**src/hw/rtl/u8gram_pkg.sv**
```systemverilog
// Shared types and encoding constants for the UTF-8 to compact gram encoder.
package u8gram_pkg;

   // Input beat: one raw UTF-8 byte plus end-of-text marker.
   typedef struct packed {
      logic [7:0] in_byte;
      logic       last_of_text;
   } req_type;

   // Output beat: one byte of the compact form plus end-of-character marker.
   typedef struct packed {
      logic [7:0] out_byte;
      logic       last_of_char;
   } rsp_type;

   // One decoded code point, as passed from the decoder to the serializer.
   typedef logic [20:0] code_point_type;

   // Decoder lead byte patterns
   localparam logic [7:0] LeadTwoMask    = 8'hE0;
   localparam logic [7:0] LeadTwoCode    = 8'hC0;
   localparam logic [7:0] LeadThreeMask  = 8'hF0;
   localparam logic [7:0] LeadThreeCode  = 8'hE0;
   localparam logic [7:0] LeadFourMask   = 8'hF8;
   localparam logic [7:0] LeadFourCode   = 8'hF0;

   // Encoder constants
   localparam logic [7:0]  NulReplace     = 8'hE0;
   localparam logic [7:0]  ZeroLowPrefix  = 8'hE1;
   localparam logic [7:0]  HeaderBase     = 8'hE0;
   localparam logic [7:0]  MidOffset      = 8'h40;
   localparam logic [7:0]  GroupMark      = 8'h80;
   localparam code_point_type MidLow      = 21'h004000;
   localparam code_point_type MidHigh     = 21'h00A000;

endpackage : u8gram_pkg

```
**src/hw/rtl/u8gram_front.sv**
```systemverilog
// UTF-8 decoder front end: accepts input beats and pushes finished code points.
module u8gram_front (
   input  logic                       clock,
   input  logic                       reset,
   input  logic                       req_valid,
   output logic                       req_stall,
   input  u8gram_pkg::req_type        req_data,
   input  logic                       queue_full,
   output logic                       push,
   output u8gram_pkg::code_point_type push_data
);
   import u8gram_pkg::*;

   code_point_type acc_ff, acc_in;
   logic [1:0]     pend_ff, pend_in;
   logic           accept;
   logic [7:0]     b;
   logic [1:0]     pend_dec;
   code_point_type acc_merged;
   code_point_type cont_bits;

   assign req_stall = queue_full;
   assign accept    = req_valid && !queue_full;
   assign b         = req_data.in_byte;
   assign pend_dec  = pend_ff - 2'd1;

   // Place the six payload bits of a continuation byte in the next slot.
   always_comb begin
      unique case (pend_dec)
         2'd2:    cont_bits = {3'b0, b[5:0], 12'b0};
         2'd1:    cont_bits = {9'b0, b[5:0], 6'b0};
         default: cont_bits = {15'b0, b[5:0]};
      endcase
      acc_merged = acc_ff | cont_bits;
   end

   always_comb begin
      acc_in    = acc_ff;
      pend_in   = pend_ff;
      push      = 1'b0;
      push_data = {13'b0, b};
      if (accept) begin
         if (pend_ff == 2'd0) begin
            priority if (!b[7]) begin
               push = 1'b1;
            end else if ((b & LeadTwoMask) == LeadTwoCode) begin
               acc_in  = {10'b0, b[4:0], 6'b0};
               pend_in = 2'd1;
            end else if ((b & LeadThreeMask) == LeadThreeCode) begin
               acc_in  = {5'b0, b[3:0], 12'b0};
               pend_in = 2'd2;
            end else if ((b & LeadFourMask) == LeadFourCode) begin
               acc_in  = {b[2:0], 18'b0};
               pend_in = 2'd3;
            end else begin
               // stray byte stands for itself
               push = 1'b1;
            end
         end else begin
            pend_in = pend_dec;
            if (pend_dec == 2'd0) begin
               push      = 1'b1;
               push_data = acc_merged;
               acc_in    = '0;
            end else begin
               acc_in = acc_merged;
            end
         end
         // end of text drops any open sequence
         if (req_data.last_of_text) begin
            acc_in  = '0;
            pend_in = 2'd0;
         end
      end
   end

   always_ff @(posedge clock) begin
      if (reset) begin
         acc_ff  <= '0;
         pend_ff <= 2'd0;
      end else begin
         acc_ff  <= acc_in;
         pend_ff <= pend_in;
      end
   end

endmodule : u8gram_front

```
**src/hw/rtl/u8gram_queue.sv**
```systemverilog
// Small code point queue between the decoder and the serializer.
module u8gram_queue #(
   parameter int DEPTH = 4
) (
   input  logic                       clock,
   input  logic                       reset,
   input  logic                       push,
   input  u8gram_pkg::code_point_type push_data,
   output logic                       full,
   input  logic                       pop,
   output u8gram_pkg::code_point_type pop_data,
   output logic                       not_empty
);
   import u8gram_pkg::*;

   localparam int PtrWidth   = (DEPTH > 1) ? $clog2(DEPTH) : 1;
   localparam int CountWidth = $clog2(DEPTH + 1);

   code_point_type        mem_ff [DEPTH];
   logic [PtrWidth-1:0]   wr_ptr_ff, wr_ptr_in;
   logic [PtrWidth-1:0]   rd_ptr_ff, rd_ptr_in;
   logic [CountWidth-1:0] count_ff, count_in;

   assign full      = (count_ff == CountWidth'(DEPTH));
   assign not_empty = (count_ff != '0);
   assign pop_data  = mem_ff[rd_ptr_ff];

   always_comb begin
      wr_ptr_in = wr_ptr_ff;
      rd_ptr_in = rd_ptr_ff;
      count_in  = count_ff;
      if (push) begin
         wr_ptr_in = (wr_ptr_ff == PtrWidth'(DEPTH - 1)) ? '0 : wr_ptr_ff + 1'b1;
      end
      if (pop) begin
         rd_ptr_in = (rd_ptr_ff == PtrWidth'(DEPTH - 1)) ? '0 : rd_ptr_ff + 1'b1;
      end
      unique case ({push, pop})
         2'b10:   count_in = count_ff + 1'b1;
         2'b01:   count_in = count_ff - 1'b1;
         default: count_in = count_ff;
      endcase
   end

   always_ff @(posedge clock) begin
      if (reset) begin
         wr_ptr_ff <= '0;
         rd_ptr_ff <= '0;
         count_ff  <= '0;
      end else begin
         wr_ptr_ff <= wr_ptr_in;
         rd_ptr_ff <= rd_ptr_in;
         count_ff  <= count_in;
      end
   end

   always_ff @(posedge clock) begin
      if (push) begin
         mem_ff[wr_ptr_ff] <= push_data;
      end
   end

endmodule : u8gram_queue

```
**src/hw/rtl/u8gram_back.sv**
```systemverilog
// Serializer back end: code point to compact bytes, one beat a cycle unless stalled.
module u8gram_back (
   input  logic                       clock,
   input  logic                       reset,
   input  logic                       queue_not_empty,
   input  u8gram_pkg::code_point_type queue_head,
   output logic                       pop,
   output logic                       rsp_valid,
   input  logic                       rsp_stall,
   output u8gram_pkg::rsp_type        rsp_data
);
   import u8gram_pkg::*;

   code_point_type cur_ff, cur_in;
   logic           busy_ff, busy_in;
   logic [2:0]     idx_ff, idx_in;
   logic           rsp_valid_ff, rsp_valid_in;
   rsp_type        rsp_data_ff, rsp_data_in;

   logic           is_ascii;
   logic           is_mid;
   logic [2:0]     groups;
   logic [2:0]     total;
   logic [2:0]     sel;
   logic [6:0]     chunk [4];
   logic [7:0]     hi_byte;
   logic [7:0]     cur_byte;
   logic           cur_last;
   logic           advance;
   logic           load_next;

   // Classify the current code point and pick the byte at idx_ff.
   always_comb begin
      is_ascii = (cur_ff[20:7] == '0);
      is_mid   = (cur_ff >= MidLow) && (cur_ff < MidHigh);
      priority if (cur_ff[20:18] != '0) begin
         groups = 3'd4;
      end else if (cur_ff[17:11] != '0) begin
         groups = 3'd3;
      end else begin
         groups = 3'd2;
      end
      chunk[3] = {4'b0, cur_ff[20:18]};
      chunk[2] = cur_ff[17:11];
      chunk[1] = cur_ff[10:4];
      chunk[0] = {cur_ff[3:0], 3'b0};
      hi_byte  = cur_ff[15:8] + MidOffset;
      sel      = groups - idx_ff;

      priority if (is_ascii) begin
         total    = 3'd1;
         cur_byte = (cur_ff[6:0] == '0) ? NulReplace : {1'b0, cur_ff[6:0]};
      end else if (is_mid) begin
         total = 3'd2;
         if (cur_ff[7:0] == '0) begin
            cur_byte = (idx_ff == 3'd0) ? ZeroLowPrefix : hi_byte;
         end else begin
            cur_byte = (idx_ff == 3'd0) ? hi_byte : cur_ff[7:0];
         end
      end else begin
         total = groups + 3'd1;
         if (idx_ff == 3'd0) begin
            cur_byte = HeaderBase | {5'b0, groups};
         end else begin
            cur_byte = GroupMark | {1'b0, chunk[sel[1:0]]};
         end
      end
      cur_last = (idx_ff == total - 3'd1);
   end

   assign advance   = !rsp_valid_ff || !rsp_stall;
   assign load_next = !busy_ff || (advance && cur_last);
   assign pop       = load_next && queue_not_empty;

   always_comb begin
      cur_in       = cur_ff;
      busy_in      = busy_ff;
      idx_in       = idx_ff;
      rsp_valid_in = rsp_valid_ff;
      rsp_data_in  = rsp_data_ff;
      if (advance) begin
         rsp_valid_in             = busy_ff;
         rsp_data_in.out_byte     = cur_byte;
         rsp_data_in.last_of_char = cur_last;
      end
      if (load_next) begin
         busy_in = queue_not_empty;
         cur_in  = queue_head;
         idx_in  = 3'd0;
      end else if (advance) begin
         idx_in = idx_ff + 3'd1;
      end
   end

   always_ff @(posedge clock) begin
      if (reset) begin
         busy_ff      <= 1'b0;
         idx_ff       <= 3'd0;
         rsp_valid_ff <= 1'b0;
      end else begin
         busy_ff      <= busy_in;
         idx_ff       <= idx_in;
         rsp_valid_ff <= rsp_valid_in;
      end
   end

   always_ff @(posedge clock) begin
      cur_ff      <= cur_in;
      rsp_data_ff <= rsp_data_in;
   end

   assign rsp_valid = rsp_valid_ff;
   assign rsp_data  = rsp_data_ff;

endmodule : u8gram_back

```
**src/hw/rtl/utf8_to_compact_gram_encoder_unit.sv**
```systemverilog
// Top level of the UTF-8 to compact gram encoder: decoder, code point queue, serializer.
//
//   channel | direction | handshake        | beat payload
//   --------+-----------+------------------+--------------------------------
//   req     | in        | req_valid/_stall | in_byte, last_of_text
//   rsp     | out       | rsp_valid/_stall | out_byte, last_of_char
//
// The decoder takes one input beat per cycle while the code point queue has
// room; a byte that finishes a code point pushes it into the queue.
// The serializer sends one output beat per cycle while rsp_stall is low; a code
// point has 1 to 5 compact bytes, and the rsp port sets the sustained rate.
// The output byte sits in a register, so rsp_stall holds it and backs up
// into the queue, and only a full queue raises req_stall.
// Synchronous reset clears the decoder state, the queue and the output valid.
module utf8_to_compact_gram_encoder_unit #(
   parameter int QUEUE_DEPTH = 4
) (
   input  logic                clock,
   input  logic                reset,
   input  logic                req_valid,
   output logic                req_stall,
   input  u8gram_pkg::req_type req_data,
   output logic                rsp_valid,
   input  logic                rsp_stall,
   output u8gram_pkg::rsp_type rsp_data
);
   import u8gram_pkg::*;

   // decoder to queue
   logic           push;
   code_point_type push_data;
   logic           queue_full;

   // queue to serializer
   logic           pop;
   code_point_type queue_head;
   logic           queue_not_empty;

   // Decode UTF-8 and push each finished code point.
   u8gram_front u_front (
      .clock      (clock),
      .reset      (reset),
      .req_valid  (req_valid),
      .req_stall  (req_stall),
      .req_data   (req_data),
      .queue_full (queue_full),
      .push       (push),
      .push_data  (push_data)
   );

   // Buffer code points so each side can stall on its own.
   u8gram_queue #(
      .DEPTH (QUEUE_DEPTH)
   ) u_queue (
      .clock     (clock),
      .reset     (reset),
      .push      (push),
      .push_data (push_data),
      .full      (queue_full),
      .pop       (pop),
      .pop_data  (queue_head),
      .not_empty (queue_not_empty)
   );

   // Emit the compact bytes of each code point, most significant group first.
   u8gram_back u_back (
      .clock           (clock),
      .reset           (reset),
      .queue_not_empty (queue_not_empty),
      .queue_head      (queue_head),
      .pop             (pop),
      .rsp_valid       (rsp_valid),
      .rsp_stall       (rsp_stall),
      .rsp_data        (rsp_data)
   );

endmodule : utf8_to_compact_gram_encoder_unit
```
**config.mk**
```make
export PLATFORM = sky130hd
export DESIGN_NAME = utf8_to_compact_gram_encoder_unit
export DESIGN_NICKNAME = d
export VERILOG_FILES = /design/src/hw/rtl/u8gram_pkg.sv /design/src/hw/rtl/u8gram_front.sv /design/src/hw/rtl/u8gram_queue.sv /design/src/hw/rtl/u8gram_back.sv /design/src/hw/rtl/utf8_to_compact_gram_encoder_unit.sv
export SDC_FILE = /design/constraint.sdc
export NUM_CORES = 1
export LEC_CHECK = 0
export ABC_AREA = 1
export ABC_CLOCK_PERIOD_IN_PS = 6190
export BUFFER_PORTS_ARGS = -buffer_cell sky130_fd_sc_hd__buf_2
export CORE_MARGIN = 3
export CORE_UTILIZATION = 51
export CTS_CLUSTER_DIAMETER = 40
export DETAILED_ROUTE_END_ITERATION = 7
export PLACE_DENSITY = 0.68
export SYNTH_ARGS = -nofsm -noshare
export SYNTH_HDL_FRONTEND = slang
export SYNTH_HIERARCHICAL = 1
export SYNTH_SLANG_ARGS = --single-unit
```
**constraint.sdc**
```tcl
create_clock -name clock -period 6.19 [get_ports clock]
set_input_delay 0.619 -clock clock [delete_from_list [all_inputs] [get_ports clock]]
set_output_delay 0.619 -clock clock [all_outputs]
set_load 0.03 [all_outputs]
```
**Word level (Yosys, flattened, before mapping)**

Memories as Yosys holds them, arrays and structs flattened. A register that Yosys moved wholly into a read port is not among the register bits.
Cells that the tools add are included.

- Add/subtract/negate cells: 10
- Multipliers: 0
- Divide/modulo/power cells: 0
- Order comparisons: 3
- Equal/unequal tests: 13
- Shifts and indexed selects: 0
- Mux-type cells: 43
- Bitwise logic cells: 2
- Reductions and logical operators: 22

Operators with widths:

| operator | number |
|---|---|
| $mux W21 | 10 |
| $mux W8 | 6 |
| $pmux W18 S2 | 1 |
| $ge A21 B15 Y1 const B | 1 |
| $lt A21 B16 Y1 const B | 1 |
| $mux W7 | 3 |
| $or A21 B18 Y21 | 1 |
| $mux W2 | 8 |
| $bmux W7 S2 | 1 |
| $logic_not A14 Y1 | 1 |
| $mux W1 | 10 |
| $add A3 B1 Y3 const B | 3 |
| $mux W3 | 3 |
| $add A8 B7 Y8 const B | 1 |
| $eq A2 B2 Y1 const B | 4 |
| $logic_not A8 Y1 | 1 |
| $logic_not A7 Y1 | 1 |
| $reduce_bool A7 Y1 | 1 |
| $eq A3 B3 Y1 const B | 2 |
| $pmux W3 S2 | 1 |
| $reduce_bool A3 Y1 | 2 |
| $sub A3 B1 Y3 const B | 2 |
| $eq A5 B5 Y1 const B | 1 |
| $ne A5 B5 Y1 const B | 1 |
| 17 further kinds | 27 |

- Register bits: 44
- Latch bits: 0
- Memory bits (writable): 84
- Bits in read-only memories: 0
- Input bits: 13
- Output and inout bits: 11
- Word-level logic and storage cells: 104
- Memories kept: 1

Memories:

| name | depth | width | read ports | clocked after memory_dff | write ports | line | RTL |
|---|---|---|---|---|---|---|---|
| u_queue.mem_ff | 4 | 21 | 1 | 1 | 1 | u8gram_queue.sv:19 | `code_point_type mem_ff [DEPTH];` |

**Depth between registers and ports, before layout**

Gate-level depths: netlist (run 1).

- Depth in word-level cells: 13
- Mapped depth: 23
- Gate-level depth less buffers: 23

**Modules after synthesis**

The synthesis (run 1) kept the hierarchy.

Modules (own cells, without submodules):

| module | instances | cells an instance | area each (um^2) | sequential area each (um^2) |
|---|---|---|---|---|
| u8gram_queue | 1 | 265 | 3644.7 | 2702.6 |
| u8gram_back | 1 | 216 | 1944.4 | 1001.0 |
| u8gram_front | 1 | 208 | 1351.3 | 460.4 |

**Worst setup path before layout (run 1)**

No wires, ideal clock.

- Path type: register -> register
- Start point: register u_back.cur_ff[16] (read register of u_queue.mem_ff)
- End point: register u_queue.count_ff[1]
- Library setup time: 0.116 ns
- Data arrival time: 2.810 ns
- Data required time: 6.074 ns
- Path slack: 3.264 ns
- Cell stages (with the launch flop): 17
- Clock period less this slack: 2.926 ns
- Path through: edfxtp_1 -> nor2_1 -> nand2_1 -> nor2_4 -> nand2_2 -> nor2_2 -> inv_2 -> nand2_1 -> ha_1 -> xnor2_1 -> nor2_1 -> nand3_2 -> a21boi_1 -> ha_1 -> fa_1 -> o21ai_0 -> nor2_1

- Word-level cells in the longest chain between the ends: 13
- Elaborated cells between the ends (all ways): 19
- Classes of those cells: add/sub (2); order compare (2); eq/ne (3); mux (5); reduce/logical (7)

RTL lines:

| element | line | RTL |
|---|---|---|
| start: declaration | u8gram_back.sv:14 | `code_point_type cur_ff, cur_in;` |
| $reduce_bool A7 Y1 | u8gram_back.sv:38 | `end else if (cur_ff[17:11] != '0) begin` |
| $mux W1 | u8gram_back.sv:38 |  |
| $mux W3 | u8gram_back.sv:36 | `priority if (cur_ff[20:18] != '0) begin` |
| $add A3 B1 Y3 | u8gram_back.sv:61 | `total = groups + 3'd1;` |
| $mux W3 | u8gram_back.sv:53 | `end else if (is_mid) begin` |
| $mux W3 (*) | u8gram_back.sv:50 | `priority if (is_ascii) begin` |
| $sub A3 B1 Y3 (*) | u8gram_back.sv:68 | `cur_last = (idx_ff == total - 3'd1);` |
| $eq A3 B3 Y1 (*) | u8gram_back.sv:68 |  |
| $logic_and A1 B1 Y1 (*) | u8gram_back.sv:72 | `assign load_next = !busy_ff \|\| (advance && cur_last);` |
| $logic_or A1 B1 Y1 (*) | u8gram_back.sv:72 |  |
| $logic_and A1 B1 Y1 (*) | u8gram_back.sv:73 | `assign pop = load_next && queue_not_empty;` |
| named net pop | utf8_to_compact_gram_encoder_unit.sv:35 | `logic pop;` |
| $eq A2 B1 Y1 or $eq A2 B2 Y1 (tied branches) | u8gram_queue.sv:38 | `unique case ({push, pop})` |
| $pmux W3 S2 (*) | u8gram_queue.sv:38 |  |
| named net u_queue.count_in[1] | u8gram_queue.sv:22 | `logic [CountWidth-1:0] count_ff, count_in;` |
| end signal: assignment | u8gram_queue.sv:53 | `count_ff <= count_in;` |
| end: declaration | u8gram_queue.sv:22 |  |

Mark *: on every way through the listed nets, which the timed path passes. The rest lies on a longest branch.
A chain may end at the register's enable or synchronous reset.

**Final worst setup path (run 1)**

Same ends and word-level chain as after synthesis.

==> results of run 1 <==
==> cells by family (layout without fill, tap and decap cells) <==
logic type | after synthesis | after routing | share of synthesized area, %
multiplexers | 3 | 3 | 0.469
buffers and inverters | 101 | 136 | 7.30
AO/OA/AOI/OAI | 126 | 126 | 10.3
flip-flops | 151 | 151 | 60.0
adder cells (fa/ha/maj) | 12 | 12 | 2.27
XOR/XNOR | 8 | 8 | 1.01
AND/OR/NAND/NOR | 288 | 288 | 18.7
==> sequential cells by signal, summed over array words and instances (netlist names), named ones only <==
| name | flops |
|---|---|
| u_queue/mem_ff | 84 |
| u_back/cur_ff | 21 |
| u_front/acc_ff | 21 |
| u_back/rsp_data | 9 |
| u_back/idx_ff | 3 |
| u_queue/count_ff | 3 |
| u_front/pend_ff | 2 |
| u_queue/rd_ptr_ff | 2 |
| u_queue/wr_ptr_ff | 2 |
| u_back/busy_ff | 1 |
| u_back/rsp_valid | 1 |
==> cells in the mapped netlist, types with 2 or more instances <==
cell type | n | area (um2)
sky130_fd_sc_hd__nand3_2 | 2 | 20.0
sky130_fd_sc_hd__o21ai_1 | 34 | 170
sky130_fd_sc_hd__nor2_2 | 11 | 68.8
sky130_fd_sc_hd__nor2_4 | 7 | 78.8
sky130_fd_sc_hd__nand4_1 | 4 | 25.0
sky130_fd_sc_hd__dfxtp_1 | 37 | 741
sky130_fd_sc_hd__inv_1 | 70 | 263
sky130_fd_sc_hd__buf_6 | 10 | 113
sky130_fd_sc_hd__inv_2 | 6 | 22.5
sky130_fd_sc_hd__buf_4 | 3 | 22.5
sky130_fd_sc_hd__a22oi_1 | 3 | 22.5
sky130_fd_sc_hd__o22ai_1 | 21 | 131
sky130_fd_sc_hd__mux2_2 | 2 | 22.5
sky130_fd_sc_hd__buf_8 | 2 | 30.0
sky130_fd_sc_hd__nand3_1 | 20 | 100
sky130_fd_sc_hd__a21oi_2 | 2 | 17.5
sky130_fd_sc_hd__a21oi_1 | 15 | 75.1
sky130_fd_sc_hd__nand2_4 | 5 | 56.3
sky130_fd_sc_hd__o22ai_2 | 2 | 25.0
sky130_fd_sc_hd__o21ai_2 | 2 | 17.5
sky130_fd_sc_hd__edfxtp_1 | 114 | 3420
sky130_fd_sc_hd__o211ai_1 | 3 | 22.5
sky130_fd_sc_hd__ha_1 | 11 | 138
sky130_fd_sc_hd__buf_2 | 5 | 25.0
sky130_fd_sc_hd__nor3_1 | 5 | 25.0
sky130_fd_sc_hd__xor2_1 | 4 | 35.0
sky130_fd_sc_hd__inv_4 | 2 | 12.5
sky130_fd_sc_hd__nand2_1 | 112 | 420
sky130_fd_sc_hd__xnor2_1 | 4 | 35.0
sky130_fd_sc_hd__nor2_1 | 110 | 413
sky130_fd_sc_hd__o21ai_0 | 40 | 200
sky130_fd_sc_hd__nand2_2 | 9 | 56.3
==> cell type report <==
class / count / area [um2]
Clock buffer: 21 / 460
Clock inverter: 11 / 116
Fill cell: 1117 / 5310
Inverter: 79 / 309
Multi-Input combinational cell: 437 / 2270
Sequential cell: 151 / 4160
Tap cell: 172 / 215
Timing Repair Buffer: 25 / 130
==> through the flow <==
stage / setup WS (ns) / utilization, % / total power, mW
after floorplan: 3.26 / - / 2.33
after global placement: 3.02 / 54.6 / 2.56
after detailed placement: 2.95 / 54.6 / 2.56
after CTS: 2.95 / 59.1 / 3.56
after global routing: 2.65 / 59.1 / 3.76
final: 2.95 / 59.1 / 3.53
==> placed cells by master (no fill, tap or decap), drive strengths merged <==
master and instances:
a21oi 17, inv 83, xnor2 4, and2 1, o22ai 23, nand3 23, edfxtp 114, clkinv 6
fa 1, o21ai 76, mux2i 1, nor3 6, nand4 4, o211ai 3, o21bai 1, a22oi 3
a21boi 1, dfxtp 37, nand2 126, o21a 1, buf 25, o31ai 1, clkbuf 21, nor2 128
bufinv 1, xor2 4, mux2 2, ha 11
==> how the worst min path moves through the flow <==
stage / to / slack [ns] / cells after the start
2_1_floorplan: u_front/acc_ff[0] / 0.41 / 2
4_1_cts: u_front/acc_ff[3] / 0.44 / 2
6_report: u_front/acc_ff[3] / 0.43 / 2
5_1_grt: u_front/acc_ff[2] / 0.45 / 2
3_5_place_dp: u_front/acc_ff[3] / 0.43 / 2
3_3_place_gp: u_front/acc_ff[3] / 0.42 / 2
==> power groups by stage <==
stage | combinational [mW] | clock (mW) | sequential (mW)
global placement | 1.09 | 0 | 1.47
finish | 1.09 | 0.989 | 1.45
CTS | 1.09 | 1.01 | 1.45
global route | 1.22 | 1.06 | 1.48
floorplan | 0.841 | 0 | 1.49
detailed placement | 1.09 | 0 | 1.47
==> metal layers <==
| metal | routed length, um | GRT usage, % | vias to the layer above |
|---|---|---|---|
| li1 | - | - | 2363 |
| met1 | 6160 | 25.4 | 2276 |
| met2 | 7320 | 35.8 | 130 |
| met3 | 610 | 4.75 | 25 |
| met4 | 310 | 8.05 | 0 |
| met5 | 0 | 0 | - |
==> critical path, delay by kind of cell, from the launching register on <==
| kind | cells | cell delay [ns] |
|---|---|---|
| AO/OA/AOI/OAI | 2 | 0.46 |
| buffers and inverters | 1 | 0.10 |
| flip-flops | 1 | 0.42 |
| adder cells (fa/ha/maj) | 3 | 0.95 |
| AND/OR/NAND/NOR | 9 | 1.09 |
| XOR/XNOR | 1 | 0.13 |
==> metrics, run 1 <==
DIE WIDTH=123 um; warning count from the yosys run=6; sequential power share=41.1%; maximum clock skew at final layout=0.00759 ns; count of port buffers added during placement=23; share of power burned in combinational logic=30.9%; relative contribution of the clock network to total power=28.0%; TritonCTS buffer count=17; fin crit share=52.4%; number of synthesized register bits=151; minimum setup slack among reg-to-reg paths=2.95 ns; Worst setup endpoint=u_queue/count_ff[1]; antenna-violating nets left=0; largest net degree at the start of global routing=44; die outline height=123 um; highest net fanout along the worst path=7; Post-CTS Setup Inserts=0; wire per inst=16.1 um; violation count after the first detailed-route iteration=422; Synth Cell Area=0.00694 mm2; path class of the lowest-slack min-delay path=flip-flop to flip-flop; worst-skew pair later-pin latency=0.41 ns; cells traversed along the worst timing path=nor2_1, nand2_1, nor2_4, nand2_2, nor2_2, inv_2, nand2_1, ha_1, xnor2_1, nor2_1, nand3_2, a21boi_1, ha_1, fa_1, o21ai_0, nor2_1; worst-case hold slack=0.435 ns; Max Freq=0.308 GHz; count of distinct cell types in the synthesized netlist=44; Detailed Route WL=14,400 um; fraction of final layout cells sized beyond drive strength 1=14.9%; weighted congestion at the end of routability-driven global placement=0.937; floorplan core area=0.0130 mm2; Net Sw Frac=36.2%; Final Max Tran Viols=0; total number of vias=4,794; async set or reset register ratio after synthesis=0%; clock root buffer=sky130_fd_sc_hd__clkbuf_16; Post-CTS Resized=0; origin of the critical flop-to-flop path=u_back/cur_ff[16]; max-capacitance violation count=0; critical path required time=6.50 ns; top flip-flop cell by instance count after synthesis=sky130_fd_sc_hd__edfxtp_1; Worst Hold Launch=u_front/acc_ff[3]; Critical Path Start Type=flip-flop; worst setup path startpoint=u_back/cur_ff[16]; I/O pin count=24; switching component of the power=1.28 mW; Avg Inst Size Synth=10.1 um2; worst reg2reg path endpoint=u_queue/count_ff[1]; # nets final=736; clock tree from TritonCTS=done; crit-path most repeated cell=sky130_fd_sc_hd__nor2_1; number of buffers between clock root and the deepest sink=2; leakage=3.00 nW; number of enable flip-flop cells after synthesis=114; post-synthesis sequential area ratio=60.0%; final-report hold violation count=0; Peak supply drop=0.218 mV; number of iterations in the first detailed-routing pass=5; total instance count after detailed placement=864; depth of the most critical reg-to-reg path=16; DPL Wire Length=9970 um; area growth from synthesis to final layout=10.4%; H-tree depth reported by CTS=4; endpoints failing setup=0; unrepaired setup endpoints after global routing=false; capturing element type of the critical path=flip-flop; Slowest cell on crit path=sky130_fd_sc_hd__fa_1; status=finished clean; GRT Resource Usage Total=20.8%; final total negative setup slack=0 ns; Slew HR=32.4%; gate count after technology mapping=689; via count of the first global-routing pass=4,634; Finished Cell Area=0.00766 mm2; clock sink count=151; count of inserted antenna diode cells=0; number of DRC violations after detailed routing=0; initial core utilization=53.5%; non-filler instance count after layout=896; Arr. time, crit path=3.55 ns; CTS clk-pin slew, worst paths=0.06 ns; Cell Pwr Density=461 mW/mm2; placed standard-cell area=0.00709 mm2; CP Class=flip-flop to flip-flop; wire length of the first global-routing pass=23,500 um; Site Rows=41; Tmin final=3.24 ns; Slew @ Worst Pin=1.01 ns; number of vias per cell after detailed routing=5.35; number of antenna violations at the first check in global routing=0; die area=0.0150 mm2; internal power component=2.25 mW; Hold Buf Count CTS=0; net count of the mapped netlist=714; Largest stage delay, worst path=0.43 ns; leftover overflow at the end of global routing=0
No activity file was read; power rests on OpenSTA's default activity.
==> run 2, diff against run 1 <==
--- a/config.mk
+++ b/config.mk
@@ -6,13 +6,13 @@
 export NUM_CORES = 1
 export LEC_CHECK = 0
 export ABC_AREA = 1
-export ABC_CLOCK_PERIOD_IN_PS = 6190
+export ABC_CLOCK_PERIOD_IN_PS = 2900
 export BUFFER_PORTS_ARGS = -buffer_cell sky130_fd_sc_hd__buf_2
 export CORE_MARGIN = 3
 export CORE_UTILIZATION = 51
 export CTS_CLUSTER_DIAMETER = 40
 export DETAILED_ROUTE_END_ITERATION = 7
-export PLACE_DENSITY = 0.68
+export PLACE_DENSITY = 0.7
 export SYNTH_ARGS = -nofsm -noshare
 export SYNTH_HDL_FRONTEND = slang
 export SYNTH_HIERARCHICAL = 1
==> constraint.sdc (replaced) <==
create_clock -name clock -period 2.9 [get_ports clock]
set_input_delay 0.29 -clock clock [delete_from_list [all_inputs] [get_ports clock]]
set_output_delay 0.29 -clock clock [all_outputs]
set_load 0.03 [all_outputs]
==> metrics, run 2 (synthesis results as in run 1) <==
status=finished clean; Largest stage delay, worst path=0.45 ns; I/O pin count=24; placed standard-cell area=0.00731 mm2; number of iterations in the first detailed-routing pass=5; Largest register FFs=84; TritonCTS buffer count=17; worst reg2reg path endpoint=u_queue/count_ff[1]; Worst setup endpoint=u_queue/count_ff[1]; DIE WIDTH=123 um; clock sink count=151; final-report hold violation count=0; most common cell after layout, fill and taps aside=sky130_fd_sc_hd__edfxtp_1; count of inserted antenna diode cells=0; Detailed Route WL=15,000 um; via count of the first global-routing pass=4,972; Regs by FF count=u_queue/mem_ff (84), u_back/cur_ff (21), u_front/acc_ff (21); Crit. path cell count=16; weighted congestion at the end of routability-driven global placement=0.943; Tmin final=2.90 ns; count of port buffers added during placement=23; routing usage on met1=25.0%; number of buffers and inverters on the critical path=2; path class of the lowest-slack min-delay path=input port to flip-flop; Final Max Tran Viols=0; fin crit share=99.9%; Site Rows=41; highest net fanout along the worst path=3; H-tree depth reported by CTS=4; met2 layer usage reported by global route=38.0%; origin of the critical flop-to-flop path=u_back/cur_ff[14]; met3 global-route usage=5.25%; area growth from synthesis to final layout=15.5%; initial core utilization=53.5%; fraction of final layout cells sized beyond drive strength 1=21.7%; capturing element type of the critical path=flip-flop; number of antenna violations at the first check in global routing=0; worst-skew pair later-pin latency=0.41 ns; die outline height=123 um; Cell Pwr Density=992 mW/mm2; violation count after the first detailed-route iteration=328; CP Class=flip-flop to flip-flop; DPL Wire Length=10,600 um; Slew HR=33.9%; # nets final=774; Finished Cell Area=0.00802 mm2; clock root buffer=sky130_fd_sc_hd__clkbuf_16; number of buffers between clock root and the deepest sink=2; wire length of the first global-routing pass=24,800 um; critical path's top delay family=adder cells; Hold Buf Count CTS=0; Max Freq=0.345 GHz; die area=0.0150 mm2; Arr. time, crit path=3.20 ns; worst setup path startpoint=u_back/cur_ff[14]; antenna-violating nets left=0; gr busiest metal=met2; Critical Path Start Type=flip-flop; critical path required time=3.21 ns; endpoints failing setup=0; max-capacitance violation count=0; clock tree from TritonCTS=done; minimum setup slack among reg-to-reg paths=0.004 ns; total number of vias=4,895; depth of the most critical reg-to-reg path=16; largest net degree at the start of global routing=43; floorplan core area=0.0130 mm2; cells traversed along the worst timing path=buf_4, buf_4, nor2_2, nand2_2, nand2_4, nand2_2, nand2_1, ha_2, xnor2_1, nor2_1, nand3_2, a21boi_2, ha_2, fa_2, o21ai_1, nor2_1; final total negative setup slack=0 ns; maximum clock skew at final layout=0.00669 ns; unrepaired setup endpoints after global routing=true; Peak supply drop=0.414 mV; number of DRC violations after detailed routing=0; wire per inst=16.1 um; Slowest cell on crit path=sky130_fd_sc_hd__edfxtp_1; leakage=3.19 nW; GRT Resource Usage Total=21.6%; number of vias per cell after detailed routing=5.24; CTS clk-pin slew, worst paths=0.06 ns; leftover overflow at the end of global routing=0; Slew @ Worst Pin=0.991 ns; commonest cells after routing, fill and taps aside=sky130_fd_sc_hd__edfxtp_1, sky130_fd_sc_hd__nand2_1, sky130_fd_sc_hd__nor2_1; register name with the most flops=u_queue/mem_ff
run 2: cell types whose count changed in the layout (fill, tap and decap cells not counted), moves of 3 or more:
cell	change
sky130_fd_sc_hd__nand2_1	-3
sky130_fd_sc_hd__inv_6	+3
sky130_fd_sc_hd__nor2_2	+5
sky130_fd_sc_hd__nor2_1	-6
sky130_fd_sc_hd__ha_1	-3
sky130_fd_sc_hd__buf_4	+38
run 2: cell type report:
type	instances	area, um2
inverter	79	309
sequential	151	4160
clock buffer	18	429
tap	172	215
fill	1068	4960
multi-input combinational	437	2340
clock inverter	14	139
timing repair buffer	63	415
run 2: worst min-delay path by stage:
stage / start / end / cells past startpoint
floorplan: reset / u_back/rsp_valid / 1
global placement: u_front/acc_ff[5] / u_front/acc_ff[5] / 2
detailed placement: u_front/acc_ff[5] / u_front/acc_ff[5] / 2
CTS: req_data[2] / u_front/acc_ff[7] / 3
global route: req_data[2] / u_front/acc_ff[19] / 3
finish: req_data[2] / u_front/acc_ff[7] / 3
run 2: tightest hold or removal path, cell delays in order:
cell and delay [ns]:
sky130_fd_sc_hd__buf_2 0.14, sky130_fd_sc_hd__nand3_1 0.08, sky130_fd_sc_hd__nand2_1 0.05
run 2: through the flow:
stage / hold slack, ns / std cells / total power, mW / worst slack [ns] / util [%]
6_report: 0.192 / 934 / 7.95 / 0.00365 / 61.8
5_1_grt: 0.205 / 934 / 8.45 / -0.186 / 61.8
4_1_cts: 0.167 / 927 / 7.84 / 0.00408 / 60.9
3_5_place_dp: 0.427 / 893 / 5.68 / -0.0393 / 56.3
3_3_place_gp: 0.419 / 893 / 5.64 / 0.0284 / 56.3
2_1_floorplan: 0.359 / 689 / 4.98 / 0.0309 / -
run 2: per-layer routing:
layer | vias to the layer above | wire, um
li1 | 2439 | -
met1 | 2318 | 6080
met2 | 114 | 8010
met3 | 24 | 607
met4 | 0 | 300
met5 | - | 0
run 2: where the power goes:
group	leakage (nW)	total (mW)	internal [mW]	switching, mW
logic	1.52	2.73	1.01	1.72
clock network	0.272	2.10	1.20	0.894
registers	1.40	3.13	2.86	0.269
total	3.19	7.95	5.07	2.88
run 2: what timing repair did:
item | 4_1_cts | 5_1_grt
pin swaps | 3 | 17
buffers inserted | 2 | 7
resized for setup | 2 | 20
gates cloned | 0 | 0
setup endpoints to repair | 2 | 2
